===== src/spc_pkg.sv =====
// ----------------------------------------------------------------------------
// spc_pkg
// Shared kind codes, control struct and sizing constants for the shape pair
// collision test pipeline.
// ----------------------------------------------------------------------------
`timescale 1ns / 1ps

package spc_pkg;

  localparam int COORD_BITS_DEF = 24;
  localparam int PIPE_STAGES    = 4;

  typedef logic [1:0] kind_t;

  localparam kind_t KIND_POINT  = 2'd0;
  localparam kind_t KIND_RECT   = 2'd1;
  localparam kind_t KIND_CIRCLE = 2'd2;
  localparam kind_t KIND_BAD    = 2'd3;

  // use_dist: answer comes from the distance compare; otherwise hit is final
  typedef struct packed {
    logic use_dist;
    logic hit;
  } spc_ctrl_t;

endpackage


===== src/spc_prep.sv =====
// ----------------------------------------------------------------------------
// spc_prep
// Stage 1: order the shapes by kind, settle the direct tests (point/point,
// rect/rect, point/rect, bad kind) and pick the operands of the distance test.
// ----------------------------------------------------------------------------
`timescale 1ns / 1ps

module spc_prep #(
  parameter int COORD_BITS = spc_pkg::COORD_BITS_DEF
) (
  input  logic                         clk,
  input  logic                         load,
  input  spc_pkg::kind_t               first_kind,
  input  logic signed [COORD_BITS-1:0] first_p0,
  input  logic signed [COORD_BITS-1:0] first_p1,
  input  logic signed [COORD_BITS-1:0] first_p2,
  input  logic signed [COORD_BITS-1:0] first_p3,
  input  spc_pkg::kind_t               second_kind,
  input  logic signed [COORD_BITS-1:0] second_p0,
  input  logic signed [COORD_BITS-1:0] second_p1,
  input  logic signed [COORD_BITS-1:0] second_p2,
  input  logic signed [COORD_BITS-1:0] second_p3,
  output spc_pkg::spc_ctrl_t           ctrl_r,
  output logic signed [COORD_BITS-1:0] ux_r,
  output logic signed [COORD_BITS-1:0] vx_r,
  output logic signed [COORD_BITS-1:0] uy_r,
  output logic signed [COORD_BITS-1:0] vy_r,
  output logic signed [COORD_BITS-1:0] ra_r,
  output logic signed [COORD_BITS-1:0] rb_r
);
  import spc_pkg::*;

  kind_t                         ka, kb;
  logic signed [COORD_BITS-1:0]  a0, a1, a2, a3, b0, b1, b2, b3;
  logic signed [COORD_BITS-1:0]  cx, cy;
  logic                          swap, bad;
  spc_ctrl_t                     ctrl_nxt;
  logic signed [COORD_BITS-1:0]  ux_nxt, vx_nxt, uy_nxt, vy_nxt, ra_nxt, rb_nxt;

  assign swap = first_kind > second_kind;
  assign bad  = (first_kind == KIND_BAD) || (second_kind == KIND_BAD);

  assign ka = swap ? second_kind : first_kind;
  assign kb = swap ? first_kind  : second_kind;
  assign a0 = swap ? second_p0 : first_p0;
  assign a1 = swap ? second_p1 : first_p1;
  assign a2 = swap ? second_p2 : first_p2;
  assign a3 = swap ? second_p3 : first_p3;
  assign b0 = swap ? first_p0 : second_p0;
  assign b1 = swap ? first_p1 : second_p1;
  assign b2 = swap ? first_p2 : second_p2;
  assign b3 = swap ? first_p3 : second_p3;

  // clamp the circle centre onto the rectangle: low edge first, then high
  assign cx = (b0 < a0) ? a0 : ((b0 > a2) ? a2 : b0);
  assign cy = (b1 < a1) ? a1 : ((b1 > a3) ? a3 : b1);

  always_comb begin
    ctrl_nxt = '0;
    ux_nxt   = a0;
    vx_nxt   = b0;
    uy_nxt   = a1;
    vy_nxt   = b1;
    ra_nxt   = a2;
    rb_nxt   = b2;
    if (!bad) begin
      unique case ({ka, kb})
        {KIND_POINT, KIND_POINT}: begin
          ctrl_nxt.hit = (a0 == b0) && (a1 == b1);
        end
        {KIND_RECT, KIND_RECT}: begin
          ctrl_nxt.hit = (a0 < b2) && (a2 > b0) && (a1 < b3) && (a3 > b1);
        end
        {KIND_POINT, KIND_RECT}: begin
          ctrl_nxt.hit = (a0 > b0) && (a0 < b2) && (a1 > b1) && (a1 < b3);
        end
        {KIND_CIRCLE, KIND_CIRCLE}: begin
          ctrl_nxt.use_dist = 1'b1;
        end
        {KIND_POINT, KIND_CIRCLE}: begin
          ctrl_nxt.use_dist = 1'b1;
          ra_nxt            = '0;
        end
        {KIND_RECT, KIND_CIRCLE}: begin
          ctrl_nxt.use_dist = 1'b1;
          ux_nxt            = cx;
          uy_nxt            = cy;
          ra_nxt            = '0;
        end
        default: begin
          ctrl_nxt = '0;
        end
      endcase
    end
  end

  always_ff @(posedge clk) begin
    if (load) begin
      ctrl_r <= ctrl_nxt;
      ux_r   <= ux_nxt;
      vx_r   <= vx_nxt;
      uy_r   <= uy_nxt;
      vy_r   <= vy_nxt;
      ra_r   <= ra_nxt;
      rb_r   <= rb_nxt;
    end
  end

endmodule


===== config.mk =====
export PLATFORM = sky130hd
export DESIGN_NAME = spc_prep
export DESIGN_NICKNAME = d
export VERILOG_FILES = /design/src/spc_pkg.sv /design/src/spc_prep.sv
export SDC_FILE = /design/constraint.sdc
export NUM_CORES = 1
export LEC_CHECK = 0
export BUFFER_PORTS_ARGS = -buffer_cell sky130_fd_sc_hd__buf_2
export CAP_MARGIN = 0
export CORE_AREA = 4 4 188 135
export DETAILED_ROUTE_END_ITERATION = 12
export DIE_AREA = 0 0 192 139
export PLACE_DENSITY = 0.75
export SYNTH_ARGS = -nofsm -noshare
export SYNTH_HDL_FRONTEND = slang
export SYNTH_SLANG_ARGS = --single-unit

===== constraint.sdc =====
create_clock -name clk -period 9.42 [get_ports clk]
set_input_delay 0.942 -clock clk [delete_from_list [all_inputs] [get_ports clk]]
set_output_delay 0.942 -clock clk [all_outputs]
set_load 0.05 [all_outputs]

### After elaboration in Yosys (flattened, before gate mapping)

Index checks and enable logic that the tools add are counted.

* eq/ne operators: 9
* multiplexer cells: 22
* reduce and logical (&&, ||, !) cells: 11
* order comparisons: 11

Operators by type and width (number)
* $mux W24: 18
* $gt A24 B24 Y1: 6
* $lt A24 B24 Y1: 4
* $eq A24 B24 Y1: 2
* $eq A4 B3 Y1 const B: 2
* $logic_and A1 B1 Y1: 7
* $eq A2 B2 Y1 const B: 2
* $eq A4 B1 Y1 const B: 1
* $eq A4 B2 Y1 const B: 1
* $eq A4 B4 Y1 const B: 1
* $logic_not A4 Y1: 1
* $mux W2: 2
* $pmux W1 S3: 1
* $reduce_or A3 Y1: 1
* $gt A2 B2 Y1: 1
* $reduce_or A2 Y1: 1
* $logic_or A1 B1 Y1: 1
* $mux W1: 1

* bits in registers: 146
* input port bits: 198
* output and inout port bits: 146
* word-level logic and storage cells: 61

### Depth between registers and ports, before layout

Gate-level depths: netlist of run 1.

* depth after elaboration: 7
* gate-level depth with buffers: 25
* depth with buffers taken out: 17

### Worst setup path before layout of run 1

Ideal clock, no wire load.

* kind: input to register
* start: input port first_kind[0]
* end: register uy_r[10] (data pin)
* slack: 3152 ps
* path buffers: 7
* cell stages on the path: 24
* data required time: 9150 ps
* setup time: 270 ps
* data arrival time: 5997 ps
* cell sequence: clkbuf_1 > inv_1 > ha_1 > inv_1 > o22a_1 > buf_2 > buf_2 > buf_1 > buf_1 > clkbuf_1 > nand2_1 > nand2_1 > ha_1 > nor2b_1 > o21a_1 > o21a_1 > o21ai_0 > a21oi_1 > o21ai_0 > nand4_1 > xor2_1 > buf_2 > mux2i_1 > a21oi_1

* longest elaborated chain between the ends: 7
* elaborated cells between the ends (all ways): 15
* those cells by class: order compare (3); eq/ne (2); mux (9); reduce/logical (1)

RTL lines
* from (decl): line spc_prep.sv:13 `input spc_pkg::kind_t first_kind,`
* $gt A2 B2 Y1: line spc_prep.sv:40 `assign swap = first_kind > second_kind;`
* $mux W24 (on tied branches): line spc_prep.sv:50, spc_prep.sv:48
* $gt A24 B24 Y1: line spc_prep.sv:56 `assign cy = (b1 < a1) ? a1 : ((b1 > a3) ? a3 : b1);`
* $mux W24 (2 in a row): line spc_prep.sv:56
* $mux W24: line spc_prep.sv:67 `unique case ({ka, kb})`
* $mux W24 (*): line spc_prep.sv:66 `if (!bad) begin`
* via uy_nxt[10]: line spc_prep.sv:38 `logic signed [COORD_BITS-1:0] ux_nxt, vx_nxt, uy_nxt, vy_nxt, ra_nxt, rb_nxt;`
* to (signal assigned): line spc_prep.sv:102 `uy_r <= uy_nxt;`
* to (decl): line spc_prep.sv:26 `output logic signed [COORD_BITS-1:0] uy_r,`

Mark *: on every way through the listed nets, which the timed path passes. The rest lies on a longest branch.
A chain may end at the register's enable or synchronous reset.

### Worst setup path after layout of run 1

* start: input port first_kind[1]
* end: register ux_r[11] (data pin)

* longest elaborated chain between the ends: 7
* elaborated cells between the ends (all ways): 15
* those cells by class: order compare (3); eq/ne (2); mux (9); reduce/logical (1)

RTL lines
* $gt A2 B2 Y1: line spc_prep.sv:40
* $mux W24 (on tied branches): line spc_prep.sv:49, spc_prep.sv:47
* $gt A24 B24 Y1: line spc_prep.sv:55 `assign cx = (b0 < a0) ? a0 : ((b0 > a2) ? a2 : b0);`
* $mux W24 (2 in a row): line spc_prep.sv:55
* $mux W24: line spc_prep.sv:67
* $mux W24 (*): line spc_prep.sv:66
* via ux_nxt[11]: line spc_prep.sv:38
* to (signal assigned): line spc_prep.sv:100 `ux_r <= ux_nxt;`
* to (decl): line spc_prep.sv:24 `output logic signed [COORD_BITS-1:0] ux_r,`

Marks and branches as above.

==> impl_metrics.toml, run 1 <==
[outcome]
status = "complete, no violations"

[route]
met2_length_um = 16500
vias_per_cell = 5.60
post_drt_wl_per_cell_um = 19.0
drtIter0Drc = 964
wl_met1_um = 17500
firstDrtPassIters = 6
highest_layer = "met5"
drc = 0
detail-route-antenna-nets = 0
wirelength_um = 38400
vias = 11300
met3_length_um = 3550

[clocking]
post_cts_buffers = 0
cts_tree = "built"
cts_buffer_depth = 2
hold_buffers = 0
path_clk_slew_ns = 0.08
cts_made_buffers = 17
cts_sinks = 146
htree_num_levels = 4
post_cts_resized = 0
clock-root-buffer = "clkbuf_16"

[worst_setup_path]
crit_type = "primary input to register"
path_max_fanout = 36
crit_slowest_cell = "o22ai_4"
crit_required_ns = 9.59
crit_chain = "buf_2 > inv_1 > ha_1 > nor2_1 > o22ai_4 > buf_4 > buf_4 > mux2i_1 > inv_1 > ha_1 > nand2_1 > nor3_1 > a31oi_1 > mux2i_4 > buf_4 > nand2_1 > o21ai_0 > o21ai_0"
startpoint_type = "primary input"
cp-end-kind = "register"
path_common_cell = "buf_4"
arrival_ns = 6.58
crit_path_max_incr_delay_ns = 0.89

[power_and_ir_drop]
powerDensity_nw_per_um2 = 193
leakage_nw = 7.12
ir_drop_uv = 118

[timing]
fin_hold_ws_ns = 0.832
slew_viol_final = 0
fmax_mhz = 156
rsz0062_at_grt = "false"
post-route-period-util_pct = 68.0
fin_setup_tns_ns = 0
maxSlewHeadroom_pct = 20.2
worst_pin_slew_ns = 1.20
hold_viol = 0
fin_crit_ns = 6.40
fin_ws_ns = 3.02
final-setup-viol-count = 0

[final_layout]
area_delta_synth_final_pct = 22.0
nets = 1979
multiInputGateArea_sq_um = 6970
fin_util_pct = 62.7
most-common-layout-cells = "buf_2 (342), nand2_1 (229), edfxtp_1 (146), inv_1 (134), mux2i_1 (125)"
ff_latch_area_sq_um = 4380
fin_cells = 2020
final_layout_size_suffix_gt1_share_pct = 23.6
fillers = 2057
layout_commonest_cell = "buf_2"

[synthesis]
synthArstFlopShare_pct = 0
netlist_area_sq_um = 12100
ys_types = 63
synth_flop_cell = "edfxtp_1"
yosys_warnings = 0
synth-seq-cells = 146
syn-num-nets = 1669
synthCells = 1373
synth-edff-count = 146
seq_area_frac_synth_pct = 36.3
postSynthAreaPerCell_sq_um = 8.79

[die]
start_util_pct = 51.4
die_h_um = 139
die_area_sq_um = 26700
placement_rows = 47
die_w_um = 192
io_pins = 344
fp.coreArea_sq_um = 23500

[placed_design]
pre_cts_ws_ns = 2.50
gp_congestion = 0.915
dpl.cell_count = 1982
hpwl_um = 29600
place.port_buffers = 343

[global_routing]
grt_pass1_wl_um = 59200
antenna_found_initial = 6
grt_max_degree = 89
grt_overflow = 0
grt_use_total_pct = 28.1
grt_pass1_vias = 10900

[run]
maxCapViolCount = 0

[min_path]
min_path_type = "primary input to register"
## synth_stat cells (11+ instances only)
library cell | number | area (sq um)
nor3_1 | 12 | 60.1
nor2b_1 | 33 | 206
nand4_1 | 26 | 163
edfxtp_1 | 146 | 4380
inv_1 | 134 | 503
maj3_1 | 40 | 400
mux2i_1 | 126 | 1260
a21oi_1 | 76 | 380
a21o_1 | 22 | 165
xnor2_1 | 30 | 263
ha_1 | 98 | 1230
nor2_1 | 98 | 368
o21ai_0 | 102 | 510
nand2_1 | 229 | 860
nand2b_1 | 26 | 163
xor2_1 | 11 | 96.3
nand3_1 | 11 | 55.1
clkbuf_1 | 36 | 135
buf_1 | 17 | 63.8
## per-layer routing
metal | GRT usage, % | vias up
li1 | - | 5476
met1 | 41.3 | 5243
met2 | 41.4 | 526
met3 | 6.54 | 62
met4 | 8.18 | 2
met5 | 0 | -
## area by class of cell
type,count,area share [%]
multi-input cells,1031,47.4
well taps,318,2.70
clock buffers,18,2.91
repair buffers,353,12.3
inverters,134,3.42
diodes,6,0.102
clock inverters,14,1.42
flip-flops and latches,146,29.8
## worst max-delay path, delay by kind of cell
kind	cells	cell delay, ns
simple gates	4	0.92
fa+ha+maj	2	0.67
buf+inv	6	1.72
mux	2	0.87
compound gates	4	1.43
## registers in the layout, summed over array words and instances (netlist names)
signal	count
ctrl_r	2
vx_r	24
ra_r	24
vy_r	24
uy_r	24
rb_r	24
ux_r	24
## cells by family (layout without fill, tap and decap cells)
kind of cell | after synthesis | after routing | synth area share, %
other | 0 | 6 | 0
xor gates and xnor gates | 41 | 41 | 2.98
and+or+nand+nor | 466 | 466 | 17.4
buffers and inverters | 196 | 519 | 6.34
adders and majority gates | 138 | 138 | 13.5
DFF | 146 | 146 | 36.3
AOI/OAI and AO/OA | 258 | 258 | 12.8
muxes | 128 | 128 | 10.6
## power breakdown
| part | switching, mW | leakage [nW] | internal [mW] | total, mW |
|---|---|---|---|---|
| combinational | 0.845 | 5.38 | 0.389 | 1.23 |
| clock | 0.294 | 0.314 | 0.470 | 0.764 |
| sequential | 0.0223 | 1.42 | 0.823 | 0.845 |
## final timing paths
path     startpoint                 end  slack, ns  depth (start not counted)
min   second_p2[10]  rb_r[10]$_DFFE_PP_       0.83                          3
max   first_kind[1]  ux_r[11]$_DFFE_PP_       3.02                         18
## per-stage QoR
| stage | cell area (sq um) | power (mW) |
|---|---|---|
| 2_1_floorplan | 12100 | 1.73 |
| 3_3_place_gp | 14100 | 2.05 |
| 3_5_place_dp | 14100 | 2.07 |
| 4_1_cts | 14700 | 2.84 |
| 5_1_grt | 14700 | 3.00 |
| 6_report | 14700 | 2.84 |
No activity file was read; power rests on OpenSTA's default activity.
==> run 2, diff against run 1 <==
Clock period 9.42 ns to 6.2 ns, I/O delays scaled along.
==> run 2 against run 1 <==
Effect of this change:
- combinational power increased by 54%
- critical endpoint is now uy_r[3]$_DFFE_PP_
- largest cell class unchanged
- critical path type unchanged
- clock-buffer cell count increased by 1
- critical path depth increased by 2
- worst hold slack got worse by 0.32 ns
- largest power group unchanged
- flip-flop and latch count unchanged
==> impl_metrics.toml, run 2 (synthesis results as in run 1) <==
[outcome]
status = "complete, no violations"

[global_routing]
grt_overflow = 0
grt_pass1_vias = 10800
grt_max_degree = 107
grt_pass1_wl_um = 59100
antenna_found_initial = 5
grt_use_total_pct = 27.9

[clocking]
hold_buffers = 0
cts_buffer_depth = 2
htree_num_levels = 4
post_cts_resized = 0
cts_sinks = 146
cts_made_buffers = 17
cts_tree = "built"
clock-root-buffer = "clkbuf_16"
post_cts_buffers = 0
path_clk_slew_ns = 0.07

[die]
die_w_um = 192
start_util_pct = 51.4
die_h_um = 139
placement_rows = 47
io_pins = 344
fp.coreArea_sq_um = 23500
die_area_sq_um = 26700

[timing]
hold_viol = 0
worst_pin_slew_ns = 1.06
slew_viol_final = 0
fin_crit_ns = 5.09
fmax_mhz = 197
rsz0062_at_grt = "false"
fin_setup_tns_ns = 0
post-route-period-util_pct = 82.1
final-setup-viol-count = 0
maxSlewHeadroom_pct = 29.1

[final_layout]
fillers = 2021
ff_latch_area_sq_um = 4380
fin_cells = 2024
nets = 1985
layout_commonest_cell = "buf_2"
fin_util_pct = 62.8
design_area_sq_um = 14700
most-common-layout-cells = "buf_2 (342), nand2_1 (229), edfxtp_1 (146), inv_1 (134), mux2i_1 (125)"
final_layout_size_suffix_gt1_share_pct = 23.8
area_delta_synth_final_pct = 22.2
multiInputGateArea_sq_um = 6970

[route]
drtIter0Drc = 958
detail-route-antenna-nets = 0
vias = 11300
vias_per_cell = 5.56
firstDrtPassIters = 6
drc = 0
wirelength_um = 38000
post_drt_wl_per_cell_um = 18.8

[placed_design]
dpl.cell_count = 1988
hpwl_um = 29300
placed_area_sq_um = 14100
place.port_buffers = 343
gp_congestion = 0.916

[power_and_ir_drop]
ir_drop_uv = 204
switching_share_pct = 41.5
switchingPower_mw = 1.76
clkPwrFrac_pct = 25.4
powerDensity_nw_per_um2 = 288
seqPwrFrac_pct = 30.2
leakage_nw = 7.14
pwr-share-comb_pct = 44.4
power.internal_mw = 2.49

[min_path]
min_path_type = "primary input to register"

[run]
maxCapViolCount = 0

[worst_setup_path]
startpoint_type = "primary input"
cp-end-kind = "register"
crit_type = "primary input to register"
crit_required_ns = 6.38
path_max_fanout = 96
arrival_ns = 5.27
## run 2: power by group through the flow
stage	clock, mW	combinational [mW]	sequential, mW
2_1_floorplan	0	0.880	1.75
3_3_place_gp	0	1.83	1.30
3_5_place_dp	0	1.86	1.30
4_1_cts	1.09	1.87	1.29
5_1_grt	1.14	2.05	1.30
6_report	1.08	1.89	1.29
## run 2: cell type report
| cell class | instances | area share, % |
|---|---|---|
| clock buffers | 19 | 2.94 |
| repair buffers | 359 | 12.8 |
| inverters | 134 | 3.41 |
| well taps | 318 | 2.70 |
| clock inverters | 13 | 1.09 |
| multi-input cells | 1031 | 47.3 |
| diodes | 4 | 0.0679 |
| flip-flops and latches | 146 | 29.7 |
## run 2: worst paths after layout
kind     startpoint  depth (start not counted)            endpoint
max   first_kind[0]                         20   uy_r[3]$_DFFE_PP_
min   second_p2[11]                          3  rb_r[11]$_DFFE_PP_
## run 2: per-layer routing
layer  global-route usage [%]  up-vias  wire (um)
li1                         -     5458          -
met1                     41.1     5276      17700
met2                     41.6      474      16200
met3                     6.57       51       3400
met4                     7.20        2        672
met5                        0        -         13
## run 2: per-stage QoR
stage	hold slack [ns]	power, mW	worst slack [ns]
after CTS	0.490	4.25	1.18
final	0.509	4.25	1.11
after floorplan	0.732	2.63	0.254
after global routing	0.513	4.49	0.718
after detailed placement	0.944	3.16	0.749
after global placement	0.942	3.14	0.804
## run 2: worst max-delay path: stages
cell,delay [ns]
buf_2,0.19
inv_1,0.10
ha_1,0.28
inv_1,0.07
o22ai_4,0.70
buf_12,0.46
nor2_1,0.08
a21oi_1,0.17
ha_1,0.27
nor2b_1,0.14
o21a_1,0.16
o21a_1,0.16
o21ai_0,0.15
a21oi_1,0.11
o21ai_0,0.28
nand4_1,0.29
xor2_2,0.18
buf_4,0.39
mux2i_1,0.27
a21oi_1,0.12
==> run 3, diff against run 2 <==
Settings changed: CORE_AREA 4 4 188 135 to 4 4 193 139, DIE_AREA 0 0 192 139 to 0 0 197 143, PLACE_DENSITY 0.75 to 0.74.
Clock period 6.2 ns to 4.65 ns, I/O delays scaled along.
==> run 3 against run 2 <==
Effect of this change:
- worst setup slack got worse by 0.74 ns
- wire length up 2.2%
- total power is 37% higher
- largest power group unchanged
- highest routed layer unchanged
==> impl_metrics.toml, run 3 (synthesis results as in run 1) <==
[outcome]
status = "complete, no violations"

[worst_setup_path]
crit_required_ns = 4.81
crit_type = "primary input to register"
crit_path_max_incr_delay_ns = 0.41
cp-startpoint = "first_kind[1]"
path_max_fanout = 19
cpLargestDelayFamily = "compound AO/OA/AOI/OAI gates"
crit_slowest_cell = "mux2i_4"
crit_buf_inv = 5
path_common_cell = "o21ai_0"
crit_chain = "buf_2 > inv_1 > ha_1 > nor2_1 > o22ai_4 > buf_4 > mux2i_1 > inv_1 > ha_1 > o21a_1 > o21ai_0 > nand2b_1 > a31o_2 > a31oi_1 > mux2i_4 > buf_4 > nand2_1 > o21ai_0 > o21ai_0"
cp-end-kind = "register"
crit_path_end = "ux_r[6]$_DFFE_PP_"
arrival_ns = 4.44
crit_cells = 19
startpoint_type = "primary input"

[placed_design]
place.port_buffers = 343
hpwl_um = 30700
gp_congestion = 0.927

[clocking]
path_clk_slew_ns = 0.07
htree_num_levels = 4
cts_tree = "built"
clock-root-buffer = "clkbuf_16"
cts_sinks = 146
cts_made_buffers = 17
cts_buffer_depth = 2
hold_buffers = 0

[min_path]
min_path_type = "primary input to register"

[route]
vias_per_cell = 5.50
detail-route-antenna-nets = 0
vias = 11400
drc = 0
drtIter0Drc = 850
post_drt_wl_per_cell_um = 18.7
wirelength_um = 38900
firstDrtPassIters = 5

[run]
maxCapViolCount = 0

[timing]
fin_hold_ws_ns = 0.368
worst_pin_slew_ns = 0.781
fin_crit_ns = 4.28
maxSlewHeadroom_pct = 47.5
final-setup-viol-count = 0
post-route-period-util_pct = 92.0
fmax_mhz = 234
rsz0062_at_grt = "false"
hold_viol = 0
slew_viol_final = 0

[die]
die_w_um = 197
io_pins = 344
die_h_um = 143
die_area_sq_um = 28200
start_util_pct = 48.0
placement_rows = 49
fp.coreArea_sq_um = 25100

[power_and_ir_drop]
seqPwrFrac_pct = 29.4
switching_share_pct = 40.0
switchingPower_mw = 2.34
p_total_mw = 5.83
ir_drop_uv = 246
leakage_nw = 7.35
power.internal_mw = 3.50
powerDensity_nw_per_um2 = 385
pwr-share-comb_pct = 44.9
clkPwrFrac_pct = 25.8

[final_layout]
final_layout_size_suffix_gt1_share_pct = 25.4
area_delta_synth_final_pct = 25.5
most-common-layout-cells = "buf_2 (342), nand2_1 (229), edfxtp_1 (146), inv_1 (134), mux2i_1 (125)"
layout_commonest_cell = "buf_2"
fillers = 2229
nets = 2024
ff_latch_area_sq_um = 4380
multiInputGateArea_sq_um = 7000

[global_routing]
use_met1_pct = 39.4
grt_overflow = 0
busiest_layer = "met2"
met3_usage_pct = 7.29
antenna_found_initial = 7
grt_use_total_pct = 26.8
grtUsageMet2_pct = 39.9
grt_pass1_wl_um = 59700
grt_max_degree = 79
grt_pass1_vias = 10900
[run 3: timing repair]
item                                    CTS  global route
resized for setup                         0             1
buffers inserted                          0             3
endpoints found under the setup margin    0             7
[run 3: worst min-delay path by stage]
stage | from | depth (start not counted) | to | slack (ns)
floorplan | load | 0 | ctrl_r[0]$_SDFFCE_PP0P_ | 0.58
global placement | second_p2[10] | 3 | rb_r[10]$_DFFE_PP_ | 0.79
detailed placement | second_p2[8] | 3 | rb_r[8]$_DFFE_PP_ | 0.80
CTS | second_p2[8] | 3 | rb_r[8]$_DFFE_PP_ | 0.35
global route | second_p2[8] | 3 | rb_r[8]$_DFFE_PP_ | 0.36
finish | second_p2[8] | 3 | rb_r[8]$_DFFE_PP_ | 0.37
[run 3: layout make-up]
cell class / count / share of cell area [%]
antenna: 3 / 0.0496
clock buffer: 20 / 2.88
clock inverter: 11 / 1.23
inverter: 134 / 3.32
multi-input combinational: 1031 / 46.2
sequential: 146 / 28.9
tap: 331 / 2.73
timing repair buffer: 398 / 14.6
[run 3: worst min-delay path, cell delays in order]
cell     delay (ns)
buf_2          0.09
mux2i_1        0.08
inv_1          0.06
[run 3: metrics by stage]
stage	std cells	area, sq um	utilization, %	setup TNS, ns	setup slack (ns)
2_1_floorplan	1373	12200	-	0	0.00433
3_3_place_gp	2037	14500	57.6	0	0.0543
3_5_place_dp	2037	14500	57.6	-1.16	-0.140
4_1_cts	2068	15100	60.1	0	0.329
5_1_grt	2073	15100	60.2	0	0.0245
6_report	2074	15100	60.3	0	0.371
[run 3: power by group through the flow]
stage	logic [mW]	clock network (mW)	registers, mW
floorplan	1.21	0	2.33
global placement	2.54	0	1.74
detailed placement	2.58	0	1.74
CTS	2.60	1.52	1.71
global route	2.84	1.58	1.73
finish	2.62	1.50	1.71
[run 3: layer usage]
metal / vias to the layer above / routed length [um]
met4: 10 / 561
met2: 511 / 16500
met5: - / 54
met1: 5295 / 18100
met3: 49 / 3660
li1: 5543 / -
